**config.mk**
```make
export PLATFORM = sky130hd
export DESIGN_NAME = ps2_mouse_packet_decoder
export DESIGN_NICKNAME = d
export VERILOG_FILES = /design/src/hdl/ps2md_pkg.sv /design/src/hdl/ps2md_clamp.sv /design/src/hdl/ps2md_assembler.sv /design/src/hdl/ps2md_report.sv /design/src/hdl/ps2_mouse_packet_decoder.sv
export SDC_FILE = /design/constraint.sdc
export NUM_CORES = 1
export LEC_CHECK = 0
export BUFFER_PORTS_ARGS = -buffer_cell sky130_fd_sc_hd__buf_2
export CORE_MARGIN = 3
export CORE_UTILIZATION = 30
export CTS_CLUSTER_SIZE = 10
export DETAILED_ROUTE_END_ITERATION = 6
export MAX_ROUTING_LAYER = met4
export PLACE_DENSITY = 0.56
export SLEW_MARGIN = 20
export SYNTH_ARGS = -nofsm -noshare
export SYNTH_HDL_FRONTEND = slang
export SYNTH_SLANG_ARGS = --single-unit
```
**constraint.sdc**
```tcl
create_clock -name clk -period 4.9 [get_ports clk]
set_input_delay 0.245 -clock clk [delete_from_list [all_inputs] [get_ports clk]]
set_output_delay 0.245 -clock clk [all_outputs]
set_load 0.02 [all_outputs]
```
**src/hdl/ps2md_pkg.sv**
```systemverilog
// ps2md_pkg: shared types and constants for the ps2 mouse packet decoder
// no dependencies; imported by every module of the decoder

package ps2md_pkg;

	localparam int BYTE_W   = 8;
	localparam int LIMIT_W  = 11;
	localparam int BUTTON_W = 5;
	localparam int WHEEL_W  = 4;
	localparam int COUNT_W  = 32;
	localparam int CFG_IDX_W = 2;

	// bit positions inside the received bytes
	localparam int START_BIT   = 3;
	localparam int BACK_BIT    = 4;
	localparam int FORWARD_BIT = 5;

	localparam logic [LIMIT_W-1:0] WIDTH_RESET  = 11'd80;
	localparam logic [LIMIT_W-1:0] HEIGHT_RESET = 11'd25;
	localparam int CURSOR_X_RESET = 40;
	localparam int CURSOR_Y_RESET = 12;

	typedef enum logic [CFG_IDX_W-1:0] {
		CFG_ENABLED       = 2'd0,
		CFG_WHEEL_MODE    = 2'd1,
		CFG_SCREEN_WIDTH  = 2'd2,
		CFG_SCREEN_HEIGHT = 2'd3
	} cfg_index_t;

	typedef struct packed {
		logic               enabled;
		logic               wheel_mode;
		logic [LIMIT_W-1:0] screen_width;
		logic [LIMIT_W-1:0] screen_height;
	} cfg_t;

	// a completed packet as seen by the report logic
	typedef struct packed {
		logic              complete;
		logic              wheel;
		logic [BYTE_W-1:0] b0;
		logic [BYTE_W-1:0] b1;
		logic [BYTE_W-1:0] b2;
		logic [BYTE_W-1:0] b3;
	} packet_t;

endpackage

```
**src/hdl/ps2md_clamp.sv**
```systemverilog
// ps2md_clamp: adds a signed byte delta to one cursor coordinate and clamps it
// to the screen limit; depends on ps2md_pkg

module ps2md_clamp import ps2md_pkg::*; #(
	parameter int POSITION_BITS = 10
) (
	input  logic [POSITION_BITS-1:0] cur,
	input  logic signed [BYTE_W-1:0] delta,
	input  logic [LIMIT_W-1:0]       limit,
	output logic [POSITION_BITS-1:0] nxt
);

	localparam int LW = (POSITION_BITS + 1 > LIMIT_W) ? POSITION_BITS + 1 : LIMIT_W;
	localparam int VW = POSITION_BITS + 2;
	localparam logic [LW-1:0] LIM_MAX = LW'({1'b1, {POSITION_BITS{1'b0}}});
	localparam logic [LW-1:0] LIM_ONE = LW'(1);

	logic [LW-1:0]            lim_raw;
	logic [LW-1:0]            lim;
	logic [POSITION_BITS-1:0] top;
	logic signed [VW-1:0]     sum;
	logic signed [VW-1:0]     top_ext;

	always_comb begin
		lim_raw = LW'(limit);
		// zero acts as one, oversize saturates to the coordinate range
		priority if (lim_raw == '0) begin
			lim = LIM_ONE;
		end else if (lim_raw > LIM_MAX) begin
			lim = LIM_MAX;
		end else begin
			lim = lim_raw;
		end
		top     = POSITION_BITS'(lim - LIM_ONE);
		top_ext = $signed({2'b00, top});
		sum     = $signed({2'b00, cur}) + $signed({{(VW-BYTE_W){delta[BYTE_W-1]}}, delta});
		priority if (sum[VW-1]) begin
			nxt = '0;
		end else if (sum > top_ext) begin
			nxt = top;
		end else begin
			nxt = POSITION_BITS'(sum);
		end
	end

endmodule

```
**src/hdl/ps2md_assembler.sv**
```systemverilog
// ps2md_assembler: byte position counter and held packet bytes
// depends on ps2md_pkg

module ps2md_assembler import ps2md_pkg::*; (
	input  logic              clk,
	input  logic              arst_n,
	input  cfg_t              cfg,
	input  logic              item_valid,
	input  logic [BYTE_W-1:0] item_byte,
	input  logic              advance,
	output packet_t           pkt
);

	logic [1:0]        pos_q;
	logic [BYTE_W-1:0] held_q [3];
	logic [1:0]        eff_pos;
	logic              start;
	logic              take;
	logic              last;

	always_comb begin
		start   = item_byte[START_BIT];
		// a flagged byte in mid-packet restarts the packet
		eff_pos = (pos_q != 2'd0 && start) ? 2'd0 : pos_q;
		take    = cfg.enabled && !(eff_pos == 2'd0 && !start);
		last    = cfg.wheel_mode ? (eff_pos == 2'd3) : (eff_pos >= 2'd2);

		pkt.complete = item_valid && take && last;
		pkt.wheel    = cfg.wheel_mode;
		pkt.b0       = held_q[0];
		pkt.b1       = held_q[1];
		pkt.b2       = (eff_pos == 2'd2) ? item_byte : held_q[2];
		pkt.b3       = item_byte;
	end

	always_ff @(posedge clk or negedge arst_n) begin
		if (!arst_n) begin
			pos_q <= 2'd0;
		end else if (advance && take) begin
			pos_q <= last ? 2'd0 : eff_pos + 2'd1;
		end
	end

	// no reset: each entry is written before the packet reads it
	always_ff @(posedge clk) begin
		if (advance && take && eff_pos != 2'd3) begin
			held_q[eff_pos] <= item_byte;
		end
	end

`ifndef SYNTHESIS
	a_disabled_holds: assert property (@(posedge clk) disable iff (!arst_n)
		!cfg.enabled |=> $stable(pos_q))
		else $error("byte position moved while disabled");
`endif

endmodule

```
**src/hdl/ps2md_report.sv**
```systemverilog
// ps2md_report: cursor, button history and packet count; builds one report
// per completed packet; depends on ps2md_pkg and ps2md_clamp

module ps2md_report import ps2md_pkg::*; #(
	parameter int POSITION_BITS = 10
) (
	input  logic                       clk,
	input  logic                       arst_n,
	input  cfg_t                       cfg,
	input  packet_t                    pkt,
	input  logic                       commit,
	output logic [POSITION_BITS-1:0]   pos_x,
	output logic [POSITION_BITS-1:0]   pos_y,
	output logic signed [BYTE_W-1:0]   delta_x,
	output logic signed [BYTE_W-1:0]   delta_y,
	output logic signed [WHEEL_W-1:0]  delta_wheel,
	output logic [BUTTON_W-1:0]        button_state,
	output logic [BUTTON_W-1:0]        pressed_buttons,
	output logic [BUTTON_W-1:0]        released_buttons,
	output logic                       moved,
	output logic [COUNT_W-1:0]         report_count
);

	logic [POSITION_BITS-1:0] cursor_x_q;
	logic [POSITION_BITS-1:0] cursor_y_q;
	logic [BUTTON_W-1:0]      last_buttons_q;
	logic [COUNT_W-1:0]       total_q;

	assign delta_x = $signed(pkt.b1);
	assign delta_y = $signed(pkt.b2);

	ps2md_clamp #(.POSITION_BITS(POSITION_BITS)) u_clamp_x (
		.cur   (cursor_x_q),
		.delta (delta_x),
		.limit (cfg.screen_width),
		.nxt   (pos_x)
	);

	ps2md_clamp #(.POSITION_BITS(POSITION_BITS)) u_clamp_y (
		.cur   (cursor_y_q),
		.delta (delta_y),
		.limit (cfg.screen_height),
		.nxt   (pos_y)
	);

	always_comb begin
		delta_wheel      = pkt.wheel ? $signed(pkt.b3[WHEEL_W-1:0]) : '0;
		button_state     = {pkt.wheel & pkt.b3[FORWARD_BIT], pkt.wheel & pkt.b3[BACK_BIT],
			pkt.b0[2:0]};
		pressed_buttons  = button_state & ~last_buttons_q;
		released_buttons = last_buttons_q & ~button_state;
		moved            = (pos_x != cursor_x_q) || (pos_y != cursor_y_q) ||
			(delta_x != '0) || (delta_y != '0);
		report_count     = total_q + COUNT_W'(1);
	end

	always_ff @(posedge clk or negedge arst_n) begin
		if (!arst_n) begin
			cursor_x_q     <= POSITION_BITS'(CURSOR_X_RESET);
			cursor_y_q     <= POSITION_BITS'(CURSOR_Y_RESET);
			last_buttons_q <= '0;
			total_q        <= '0;
		end else if (commit) begin
			cursor_x_q     <= pos_x;
			cursor_y_q     <= pos_y;
			last_buttons_q <= button_state;
			total_q        <= report_count;
		end
	end

`ifndef SYNTHESIS
	a_state_only_on_commit: assert property (@(posedge clk) disable iff (!arst_n)
		!commit |=> $stable(total_q) && $stable(last_buttons_q) &&
			$stable(cursor_x_q) && $stable(cursor_y_q))
		else $error("report state changed without a packet");
	a_count_steps: assert property (@(posedge clk) disable iff (!arst_n)
		commit |=> total_q == $past(total_q) + COUNT_W'(1))
		else $error("packet count did not step by one");
`endif

endmodule

```
**src/hdl/ps2_mouse_packet_decoder.sv**
```systemverilog
// ps2_mouse_packet_decoder: top level of the ps2 mouse packet decoder
// depends on ps2md_pkg, ps2md_assembler, ps2md_report, ps2md_clamp
//
//  channel   dir  payload                                            transfer
//  s_axis    in   rx_byte                                            tvalid & tready
//  m_axis    out  one report per completed packet                    tvalid & tready
//  cfg       in   enabled, wheel_mode, screen_width, screen_height   cfg_we
//
// one byte per clock sustained while no completed packet waits behind an unread
// report: a byte is held in the input register, where the packet assembly and
// the cursor update run, then its report (if any) lands in the result register
// the result register lets the next byte in while a report waits to be taken;
// only a byte that completes a packet waits behind an unread report
// asynchronous active-low reset clears control state, cursor to 40,12,
// screen to 80 by 25, decoder disabled

module ps2_mouse_packet_decoder import ps2md_pkg::*; #(
	parameter int POSITION_BITS = 10
) (
	input  logic                   clk,
	input  logic                   arst_n,
	// input byte stream
	input  logic                   s_axis_tvalid,
	output logic                   s_axis_tready,
	input  logic [7:0]             s_axis_tdata,   // rx_byte
	// report stream
	output logic                   m_axis_tvalid,
	input  logic                   m_axis_tready,
	// from bit 0 up: pos_x, pos_y, delta_x, delta_y, delta_wheel, button_state,
	// pressed_buttons, released_buttons, moved, report_count, zero fill
	output logic [((2*POSITION_BITS+68+7)/8)*8-1:0] m_axis_tdata,
	// configuration writes
	input  logic                   cfg_we,
	input  logic [CFG_IDX_W-1:0]   cfg_index,
	input  logic [LIMIT_W-1:0]     cfg_data
);

	localparam int OUT_BITS = 2*POSITION_BITS + 68;
	localparam int OUT_W    = ((OUT_BITS + 7) / 8) * 8;

	// configuration registers
	cfg_t cfg_q;

	always_ff @(posedge clk or negedge arst_n) begin
		if (!arst_n) begin
			cfg_q.enabled       <= 1'b0;
			cfg_q.wheel_mode    <= 1'b0;
			cfg_q.screen_width  <= WIDTH_RESET;
			cfg_q.screen_height <= HEIGHT_RESET;
		end else if (cfg_we) begin
			unique case (cfg_index_t'(cfg_index))
				CFG_ENABLED:       cfg_q.enabled       <= cfg_data[0];
				CFG_WHEEL_MODE:    cfg_q.wheel_mode    <= cfg_data[0];
				CFG_SCREEN_WIDTH:  cfg_q.screen_width  <= cfg_data;
				CFG_SCREEN_HEIGHT: cfg_q.screen_height <= cfg_data;
			endcase
		end
	end

	// input register
	logic              s1_valid_q;
	logic [BYTE_W-1:0] byte_s1;
	logic              s1_fire;
	logic              commit;
	logic              in_xfer;
	packet_t           pkt;

	// result register
	logic               out_valid_q;
	logic [OUT_BITS-1:0] out_data_q;

	// a byte that finishes a packet needs a free result slot, any other
	// byte just updates the assembly state
	assign s1_fire       = s1_valid_q && (!pkt.complete || !out_valid_q || m_axis_tready);
	assign commit        = s1_fire && pkt.complete;
	assign s_axis_tready = !s1_valid_q || s1_fire;
	assign in_xfer       = s_axis_tvalid && s_axis_tready;

	always_ff @(posedge clk or negedge arst_n) begin
		if (!arst_n) begin
			s1_valid_q <= 1'b0;
		end else if (in_xfer) begin
			s1_valid_q <= 1'b1;
		end else if (s1_fire) begin
			s1_valid_q <= 1'b0;
		end
	end

	always_ff @(posedge clk) begin
		if (in_xfer) begin
			byte_s1 <= s_axis_tdata;
		end
	end

	ps2md_assembler u_assembler (
		.clk        (clk),
		.arst_n     (arst_n),
		.cfg        (cfg_q),
		.item_valid (s1_valid_q),
		.item_byte  (byte_s1),
		.advance    (s1_fire),
		.pkt        (pkt)
	);

	logic [POSITION_BITS-1:0]  pos_x;
	logic [POSITION_BITS-1:0]  pos_y;
	logic signed [BYTE_W-1:0]  delta_x;
	logic signed [BYTE_W-1:0]  delta_y;
	logic signed [WHEEL_W-1:0] delta_wheel;
	logic [BUTTON_W-1:0]       button_state;
	logic [BUTTON_W-1:0]       pressed_buttons;
	logic [BUTTON_W-1:0]       released_buttons;
	logic                      moved;
	logic [COUNT_W-1:0]        report_count;

	ps2md_report #(.POSITION_BITS(POSITION_BITS)) u_report (
		.clk              (clk),
		.arst_n           (arst_n),
		.cfg              (cfg_q),
		.pkt              (pkt),
		.commit           (commit),
		.pos_x            (pos_x),
		.pos_y            (pos_y),
		.delta_x          (delta_x),
		.delta_y          (delta_y),
		.delta_wheel      (delta_wheel),
		.button_state     (button_state),
		.pressed_buttons  (pressed_buttons),
		.released_buttons (released_buttons),
		.moved            (moved),
		.report_count     (report_count)
	);

	always_ff @(posedge clk or negedge arst_n) begin
		if (!arst_n) begin
			out_valid_q <= 1'b0;
		end else if (commit) begin
			out_valid_q <= 1'b1;
		end else if (m_axis_tready) begin
			out_valid_q <= 1'b0;
		end
	end

	always_ff @(posedge clk) begin
		if (commit) begin
			out_data_q <= {report_count, moved, released_buttons, pressed_buttons,
				button_state, delta_wheel, delta_y, delta_x, pos_y, pos_x};
		end
	end

	assign m_axis_tvalid = out_valid_q;
	assign m_axis_tdata  = OUT_W'(out_data_q);

`ifndef SYNTHESIS
	a_report_presented: assert property (@(posedge clk) disable iff (!arst_n)
		commit |=> m_axis_tvalid)
		else $error("completed packet did not reach the result register");
	a_byte_kept: assert property (@(posedge clk) disable iff (!arst_n)
		s1_valid_q && !s1_fire |=> s1_valid_q && $stable(byte_s1))
		else $error("stalled byte lost from the input register");
	a_no_overwrite: assert property (@(posedge clk) disable iff (!arst_n)
		commit |-> !out_valid_q || m_axis_tready)
		else $error("report written over an unread one");
`endif

endmodule

```
==> impl_metrics.sql, run 1 <==
INSERT INTO impl_metrics (metric_group, metric, value, unit) VALUES
('run', 'maxCapViolations', '0', ''),
('sta', 'report.final.slew_viol_count', '0', ''),
('logic_synthesis', 'synth.cell_area', '10500', 'um^2'),
('logic_synthesis', 'post-synth-top-area-cell', 'sky130_fd_sc_hd__edfxtp_1', ''),
('sta', 'timing.slew.headroom', '45.1', '%'),
('worst_setup_path', 'critPathArrivalTime', '5340', 'ps'),
('worst_setup_path', 'critical_path.max_fanout', '7', ''),
('die', 'die_w', '193', 'um'),
('logic_synthesis', 'synth_top_cells_by_area', 'sky130_fd_sc_hd__edfxtp_1 (33%), sky130_fd_sc_hd__dfrtp_1 (18%), sky130_fd_sc_hd__ha_1 (6.0%), sky130_fd_sc_hd__xnor2_1 (4.1%), sky130_fd_sc_hd__xor2_1 (3.8%)', ''),
('logic_synthesis', 'syn_inst', '906', ''),
('die', 'floorplan.io_pins', '116', ''),
('grt', 'grt_overflow', '0', ''),
('die', 'die-height', '193', 'um'),
('logic_synthesis', 'number_of_warnings_reported_in_the_yosys_synthesis_log', '0', ''),
('die', 'coreArea', '34000', 'um^2'),
('worst_setup_path', 'setup.worst_path.class', 'reg -> reg', ''),
('clocking', 'clkLatencyLatePin', '460', 'ps'),
('clocking', 'tritoncts_clock_tree', 'built', ''),
('grt', 'grt_first_pass_wirelength', '41800', 'um'),
('sta', 'unrepaired_setup_endpoints_after_global_routing', 'true', ''),
('grt', 'globalRouteTotalUtil', '15.3', '%'),
('clocking', 'ctsHtreeMaxLevel', '4', ''),
('grt', 'grt_max_degree', '68', ''),
('sta', 'setup_total_negative_slack', '-243', 'ps'),
('sta', 'final.setup_skew', '15.8', 'ps'),
('final_layout', 'num_antenna_cells', '0', ''),
('final_layout', 'post-route-util', '38.7', '%'),
('place', 'post-place-ws', '-333', 'ps'),
('logic_synthesis', 'postSynthNetCount', '984', ''),
('worst_setup_path', 'setup_crit_end_kind', 'flop', ''),
('sta', 'worst_hold_check_slack', '48.3', 'ps'),
('logic_synthesis', 'synth_top_area_share', '33.0', '%'),
('worst_setup_path', 'register_to_register_path_depth', '21', ''),
('worst_setup_path', 'sort_of_element_at_the_start_of_the_critical_path', 'flop', ''),
('clocking', 'max-clock-path-buffers', '2', ''),
('final_layout', 'filler_cell_count', '3324', ''),
('status', 'outcome', 'finished, violations left', ''),
('sta', 'layout_setup_ws', '-243', 'ps'),
('clocking', 'cts_buffers', '17', ''),
('final_layout', 'final_nets', '1199', ''),
('logic_synthesis', 'yosysSeqAreaShare', '53.4', '%'),
('pwr', 'peak_supply_drop', '298', 'uV'),
('routing', 'ant_nets_after_route', '0', ''),
('die', 'initial_utilization', '30.8', '%'),
('die', 'std_cell_rows', '67', ''),
('grt', 'grt_pass1_vias', '7457', ''),
('final_layout', 'post_route_cells_drive_above_1_share', '30.5', '%'),
('routing', 'dr.pass1.iters', '5', ''),
('final_layout', 'syn2layout_area_growth', '25.6', '%'),
('die', 'dieArea', '37200', 'um^2'),
('worst_setup_path', 'worst-endpoint-required', '5090', 'ps'),
('sta', 'fmax', '194', 'MHz'),
('logic_synthesis', 'syn_area_per_cell', '11.6', 'um^2'),
('routing', 'drt_iter0_drc', '332', ''),
('routing', 'route.vias.total', '7457', ''),
('status', 'failed_checks', 'setup timing', ''),
('logic_synthesis', 'post_synth_num_cell_types', '86', ''),
('clocking', 'clk_pin_slew_worst_paths', '90', 'ps'),
('hold_path', 'hold_class', 'in -> reg', ''),
('sta', 'post-route-period-util', '105', '%'),
('sta', 'worst_slew_pin_slew', '816', 'ps'),
('logic_synthesis', 'synth-edff-count', '115', ''),
('routing', 'detail_route.drc_violations', '0', ''),
('place', 'place_congestion', '0.885', ''),
('pwr', 'power-per-cell-area', '554', 'nW/um^2'),
('clocking', 'clockRootBuffer', 'sky130_fd_sc_hd__clkbuf_16', ''),
('sta', 'hold_violations', '0', ''),
('place', 'buffer_ports.inserted', '115', ''),
('routing', 'avgViaCountPerCell', '4.71', ''),
('grt', 'antenna_found_initial', '0', ''),
('logic_synthesis', 'postSynth.asyncResetShare', '42.5', '%'),
('clocking', 'cts.sink_count', '200', ''),
('sta', 'setup_viol', '1', ''),
('hold_path', 'min_delay_path_depth', '2', ''),
('sta', 'post-route-min-period', '5140', 'ps'),
('routing', 'wl_per_cell', '16.7', 'um'),
('logic_synthesis', 'ys_ff_latch', '200', ''),
('pwr', 'p_leak', '0.00568', 'uW'),
('routing', 'detail_route.wirelength', '26400', 'um'),
('logic_synthesis', 'postSynth.topFlopCell', 'sky130_fd_sc_hd__edfxtp_1', ''),
('place', 'dpl.hpwl', '20000', 'um');
[where the power goes]
group	switching [uW]	leakage (uW)	internal [uW]	total (uW)
Sequential	220	0.00216	2040	2260
Clock	790	0.000306	715	1510
Combinational	1850	0.00322	1660	3510
[cell usage after synthesis, drive strengths merged (12+ instances only)]
cell      n
dfrtp    76
xnor2    49
and2     14
o21ai    45
nand4    14
nor2     62
nand3    20
nor2b    12
clkbuf   19
xor2     45
a21oi    39
inv      39
nor3     20
mux2     34
nand2    95
ha       50
edfxtp  115
[cell usage in the layout (no fill, tap or decap), types with 11 or more instances in the layout]
master	count
sky130_fd_sc_hd__a21oi_1	35
sky130_fd_sc_hd__and2_1	14
sky130_fd_sc_hd__buf_2	114
sky130_fd_sc_hd__buf_4	93
sky130_fd_sc_hd__clkbuf_16	17
sky130_fd_sc_hd__dfrtp_1	76
sky130_fd_sc_hd__edfxtp_1	115
sky130_fd_sc_hd__ha_1	46
sky130_fd_sc_hd__inv_1	37
sky130_fd_sc_hd__mux2_2	31
sky130_fd_sc_hd__nand2_1	93
sky130_fd_sc_hd__nand3_1	20
sky130_fd_sc_hd__nand4_1	14
sky130_fd_sc_hd__nor2_1	59
sky130_fd_sc_hd__nor2b_1	11
sky130_fd_sc_hd__nor3_1	18
sky130_fd_sc_hd__o21ai_0	33
sky130_fd_sc_hd__xnor2_1	47
sky130_fd_sc_hd__xor2_1	45
[registers in the layout, summed over array words and instances, names as in the netlist]
register / count
cfg_q: 24
s1_valid_q: 1
u_report.cursor_y_q: 10
byte_s1: 8
m_axis_tvalid: 1
u_report.cursor_x_q: 10
u_assembler.held_q: 19
u_report.last_buttons_q: 5
u_assembler.pos_q: 2
m_axis_tdata: 88
u_report.total_q: 32
[cell type report]
type | count | area, um^2 | area share [%]
flip-flops and latches | 200 | 5590 | 42.5
repair buffers | 219 | 1400 | 10.7
clock buffers | 17 | 425 | 3.24
inverters | 39 | 149 | 1.13
clock inverters | 15 | 213 | 1.62
multi-input cells | 644 | 4800 | 36.5
well taps | 448 | 561 | 4.27
[repair_timing]
| item | CTS | global route |
|---|---|---|
| gates resized for setup | 6 | 10 |
| hold endpoints to repair | 41 | 0 |
| pin swaps | 3 | 3 |
| endpoints found under the setup margin | 5 | 13 |
| setup buffers | 2 | 6 |
| hold buffers | 10 | 0 |
[worst max-delay path, stage by stage (launching register included)]
cell                       delay (ps)
sky130_fd_sc_hd__edfxtp_1         480
sky130_fd_sc_hd__nand2b_4         200
sky130_fd_sc_hd__ha_4             190
sky130_fd_sc_hd__mux2_4           320
sky130_fd_sc_hd__ha_4             170
sky130_fd_sc_hd__fa_2             350
sky130_fd_sc_hd__a21o_1           170
sky130_fd_sc_hd__a221o_1          340
sky130_fd_sc_hd__o41ai_4          360
sky130_fd_sc_hd__xnor2_1          160
sky130_fd_sc_hd__ha_1             330
sky130_fd_sc_hd__nand2_2           70
sky130_fd_sc_hd__o21ai_4          180
sky130_fd_sc_hd__o31a_1           240
sky130_fd_sc_hd__o41a_4           230
sky130_fd_sc_hd__o21ai_4           90
sky130_fd_sc_hd__and4_4           230
sky130_fd_sc_hd__buf_4            130
sky130_fd_sc_hd__o21ai_2          100
sky130_fd_sc_hd__nand4_1          100
sky130_fd_sc_hd__nor4_2           320
sky130_fd_sc_hd__nand4_1          120
[routing by layer]
| metal | up-vias | GRT usage, % | routed length, um |
|---|---|---|---|
| met5 | - | - | 0 |
| met3 | 24 | 2.72 | 919 |
| met1 | 3560 | 19.3 | 12300 |
| met2 | 152 | 24.8 | 12700 |
| li1 | 3721 | - | - |
| met4 | 0 | 5.10 | 522 |
[final timing paths]
| kind | from | endpoint | slack (ps) |
|---|---|---|---|
| worst max-delay path | byte_s1[3] | m_axis_tdata[55] | -240 |
| worst min-delay path | cfg_data[9] | cfg_q[20] | 50 |
| worst max register to register | byte_s1[3] | m_axis_tdata[55] | -240 |
| worst min register to register | u_report.total_q[31] | u_report.total_q[31] | 490 |
| max in group asynchronous | arst_n | cfg_q[6] | 3490 |
| min in group asynchronous | arst_n | u_report.total_q[13] | 300 |
[kinds of logic (layout without fill, tap and decap cells)]
kind of cell | count (synthesis) | after routing | synth area share [%]
compound gates | 165 | 165 | 11.8
xor+xnor | 94 | 94 | 7.87
fa+ha+maj | 52 | 52 | 6.36
buf+inv | 62 | 290 | 2.31
flops | 200 | 200 | 53.4
mux | 39 | 39 | 4.17
simple gates | 294 | 294 | 14.1
[metrics by stage]
stage	power, uW	area [um^2]	cells
4_1_cts	7260	13100	1578
6_report	7280	13100	1582
5_1_grt	7800	13100	1582
3_3_place_gp	5630	12300	1534
3_5_place_dp	5660	12300	1534
2_1_floorplan	4410	10600	906
(Power assumes the default switching activity.)
==> run 2: changes to the inputs <==
--- a/config.mk
+++ b/config.mk
@@ -7,12 +7,13 @@
 export LEC_CHECK = 0
 export BUFFER_PORTS_ARGS = -buffer_cell sky130_fd_sc_hd__buf_2
 export CORE_MARGIN = 3
-export CORE_UTILIZATION = 30
+export CORE_UTILIZATION = 54
 export CTS_CLUSTER_SIZE = 10
 export DETAILED_ROUTE_END_ITERATION = 6
 export MAX_ROUTING_LAYER = met4
-export PLACE_DENSITY = 0.56
+export PLACE_DENSITY = 0.85
 export SLEW_MARGIN = 20
 export SYNTH_ARGS = -nofsm -noshare
 export SYNTH_HDL_FRONTEND = slang
+export SYNTH_HIERARCHICAL = 1
 export SYNTH_SLANG_ARGS = --single-unit
==> run 2 against run 1 <==
The run still ends with setup timing left. Setup slack got worse by 600 ps. Sequential power is 7% lower. Core utilization increased by 33 points. Register-to-register slack got worse by 600 ps. Area after synthesis up 1.1%. Critical path type unchanged. Critical endpoint unchanged. Largest power group unchanged. Highest routed layer unchanged.
==> impl_metrics.sql, run 2 <==
INSERT INTO impl_metrics (metric_group, metric, value, unit) VALUES
('die', 'initial_utilization', '55.8', '%'),
('status', 'outcome', 'finished, violations left', ''),
('final_layout', 'final-instance-count-excl-fill', '1378', ''),
('sta', 'post-route-min-period', '5750', 'ps'),
('sta', 'report.final.slew_viol_count', '0', ''),
('grt', 'antenna_found_initial', '0', ''),
('place', 'buffer_ports.inserted', '115', ''),
('routing', 'detail_route.drc_violations', '0', ''),
('final_layout', 'final_nets', '1182', ''),
('hold_path', 'worstHoldStart', 'cfg_data[8]', ''),
('sta', 'timing.slew.headroom', '44.2', '%'),
('worst_setup_path', 'setup_crit_end_kind', 'flop', ''),
('sta', 'layout_setup_ws', '-846', 'ps'),
('clocking', 'ctsHtreeMaxLevel', '4', ''),
('clocking', 'tritoncts_clock_tree', 'built', ''),
('status', 'failed_checks', 'setup timing', ''),
('grt', 'grt_first_pass_wirelength', '41100', 'um'),
('hold_path', 'worst_hold_path.endpoint', 'cfg_q[19]', ''),
('clocking', 'clkLatencyLatePin', '450', 'ps'),
('run', 'maxCapViolations', '0', ''),
('worst_setup_path', 'crit_path_max_cell_delay', '440', 'ps'),
('sta', 'post-route-period-util', '117', '%'),
('worst_setup_path', 'critical_path.reg2reg.endpoint', 'm_axis_tdata[55]', ''),
('logic_synthesis', 'syn_inst', '846', ''),
('final_layout', 'flip_flop_count_of_the_largest_register_all_copies_and_words_added', '88', ''),
('sta', 'worst_slew_pin_slew', '837', 'ps'),
('final_layout', 'layout.cells.most_common', 'sky130_fd_sc_hd__buf_4', ''),
('die', 'std_cell_rows', '50', ''),
('clocking', 'clockRootBuffer', 'sky130_fd_sc_hd__clkbuf_16', ''),
('sta', 'worst_hold_check_slack', '59.6', 'ps'),
('worst_setup_path', 'sort_of_element_at_the_start_of_the_critical_path', 'flop', ''),
('routing', 'wl_per_cell', '20.1', 'um'),
('die', 'dieArea', '21300', 'um^2'),
('worst_setup_path', 'r2r-start', 'byte_s1[3]', ''),
('place', 'dpl.cell_count', '1315', ''),
('die', 'die-height', '146', 'um'),
('clocking', 'cts.sink_count', '200', ''),
('sta', 'setup_viol', '21', ''),
('worst_setup_path', 'worst-path-buf-inv', '4', ''),
('hold_path', 'hold_class', 'in -> reg', ''),
('worst_setup_path', 'critical-path-slowest-cell', 'sky130_fd_sc_hd__edfxtp_1', ''),
('clocking', 'cts_buffers', '17', ''),
('place', 'place_congestion', '0.884', ''),
('grt', 'grt_max_degree', '63', ''),
('routing', 'route.vias.total', '8112', ''),
('sta', 'hold_violations', '0', ''),
('worst_setup_path', 'worst-endpoint-required', '5100', 'ps'),
('logic_synthesis', 'number_of_warnings_reported_in_the_yosys_synthesis_log', '6', ''),
('final_layout', 'post_route_cells_drive_above_1_share', '41.1', '%'),
('routing', 'avgViaCountPerCell', '5.89', ''),
('routing', 'dr.pass1.iters', '7', ''),
('pwr', 'p_leak', '0.00591', 'uW'),
('grt', 'globalRouteTotalUtil', '25.0', '%'),
('routing', 'detail_route.wirelength', '27700', 'um'),
('worst_setup_path', 'critPathArrivalTime', '5940', 'ps'),
('place', 'dpl.hpwl', '18100', 'um'),
('final_layout', 'syn2layout_area_growth', '29.0', '%'),
('sta', 'final.setup_skew', '12.4', 'ps'),
('logic_synthesis', 'synth.cell_area', '10600', 'um^2'),
('worst_setup_path', 'critical_path.max_fanout', '5', ''),
('pwr', 'power-per-cell-area', '485', 'nW/um^2'),
('sta', 'unrepaired_setup_endpoints_after_global_routing', 'true', ''),
('worst_setup_path', 'setup.worst_path.class', 'reg -> reg', ''),
('pwr', 'peak_supply_drop', '370', 'uV'),
('grt', 'grt_overflow', '0', ''),
('clocking', 'max-clock-path-buffers', '2', ''),
('die', 'floorplan.io_pins', '116', ''),
('final_layout', 'most_frequent_cells_in_the_layout', 'sky130_fd_sc_hd__buf_4 (147), sky130_fd_sc_hd__edfxtp_1 (115), sky130_fd_sc_hd__buf_2 (114)', ''),
('sta', 'fmax', '174', 'MHz'),
('worst_setup_path', 'register_to_register_path_depth', '25', ''),
('die', 'coreArea', '19000', 'um^2'),
('grt', 'grt_pass1_vias', '7849', ''),
('routing', 'ant_nets_after_route', '0', ''),
('routing', 'drt_iter0_drc', '759', ''),
('clocking', 'clk_pin_slew_worst_paths', '80', 'ps'),
('final_layout', 'num_antenna_cells', '0', ''),
('logic_synthesis', 'postSynthNetCount', '923', ''),
('worst_setup_path', 'critical_path.top_delay_family', 'compound AO/OA/AOI/OAI gates', ''),
('worst_setup_path', 'worst-r2r-setup-slack', '-850', 'ps'),
('hold_path', 'min_delay_path_depth', '2', ''),
('logic_synthesis', 'syn_area_per_cell', '12.5', 'um^2'),
('die', 'die_w', '146', 'um');
## run 2: area by class of cell
class,instances,area [um^2]
fill,1201,5310
inverter,22,82.6
tap,260,325
clock inverter,15,188
sequential,200,5590
clock buffer,17,425
timing repair buffer,285,1970
multi-input combinational,579,5070
## run 2: metal layers
metal | global-route usage [%] | wire (um)
met5 | - | 0
met4 | 10.3 | 1030
met3 | 4.61 | 1660
met2 | 40.2 | 13800
met1 | 31.4 | 11200
## run 2: report_power, final
group,switching (uW),internal [uW]
combinational,1550,1540
clock,735,701
sequential,129,1970
total,2410,4210
## run 2: worst reg2reg max path: stages, from the launching register on
cell                        delay [ps]
sky130_fd_sc_hd__edfxtp_1          440
sky130_fd_sc_hd__nor2b_2           200
sky130_fd_sc_hd__ha_4              210
sky130_fd_sc_hd__mux2_4            330
sky130_fd_sc_hd__ha_4              230
sky130_fd_sc_hd__a211oi_2          220
sky130_fd_sc_hd__o21bai_1          120
sky130_fd_sc_hd__a2111o_1          400
sky130_fd_sc_hd__a31o_2            260
sky130_fd_sc_hd__a21oi_2           130
sky130_fd_sc_hd__xor2_1            100
sky130_fd_sc_hd__ha_1              330
sky130_fd_sc_hd__nand3_2            90
sky130_fd_sc_hd__or2_4             280
sky130_fd_sc_hd__a21oi_4           180
sky130_fd_sc_hd__o22ai_4           130
sky130_fd_sc_hd__buf_6             160
sky130_fd_sc_hd__buf_6             110
sky130_fd_sc_hd__o211ai_1          160
sky130_fd_sc_hd__o21ai_4           140
sky130_fd_sc_hd__buf_12            170
sky130_fd_sc_hd__buf_8             120
sky130_fd_sc_hd__o2bb2ai_4         120
sky130_fd_sc_hd__xnor2_1           310
sky130_fd_sc_hd__nand4_1           180
sky130_fd_sc_hd__or3_1             370
## run 2: how the worst max path moves through the flow
| stage | startpoint | end | slack (ps) | depth (start not counted) |
|---|---|---|---|---|
| floorplan | byte_s1[3] | m_axis_tdata[55] | -410 | 23 |
| global placement | byte_s1[3] | m_axis_tdata[55] | -590 | 22 |
| detailed placement | byte_s1[3] | m_axis_tdata[55] | -730 | 24 |
| CTS | byte_s1[3] | m_axis_tdata[55] | -630 | 24 |
| global route | byte_s1[3] | m_axis_tdata[55] | -990 | 27 |
| finish | byte_s1[3] | m_axis_tdata[55] | -850 | 25 |
## run 2: stage by stage
step | utilization [%] | setup WS (ps) | setup TNS, ps | total power (uW) | area (um^2)
after floorplan | - | -411 | -411 | 3450 | 10700
after global placement | 65.4 | -587 | -819 | 4380 | 12400
after detailed placement | 65.4 | -731 | -2300 | 4450 | 12400
after CTS | 70.2 | -631 | -765 | 6110 | 13300
after global routing | 72.0 | -988 | -7590 | 6880 | 13600
final | 72.0 | -846 | -3150 | 6630 | 13600
## run 2: repair_timing
action | CTS | global route
pin swaps | 15 | 13
hold endpoints to repair | 41 | 0
setup buffers | 9 | 10
resized for setup | 15 | 39
endpoints found under the setup margin | 17 | 41
hold buffers | 10 | 0
gates cloned | 0 | 2
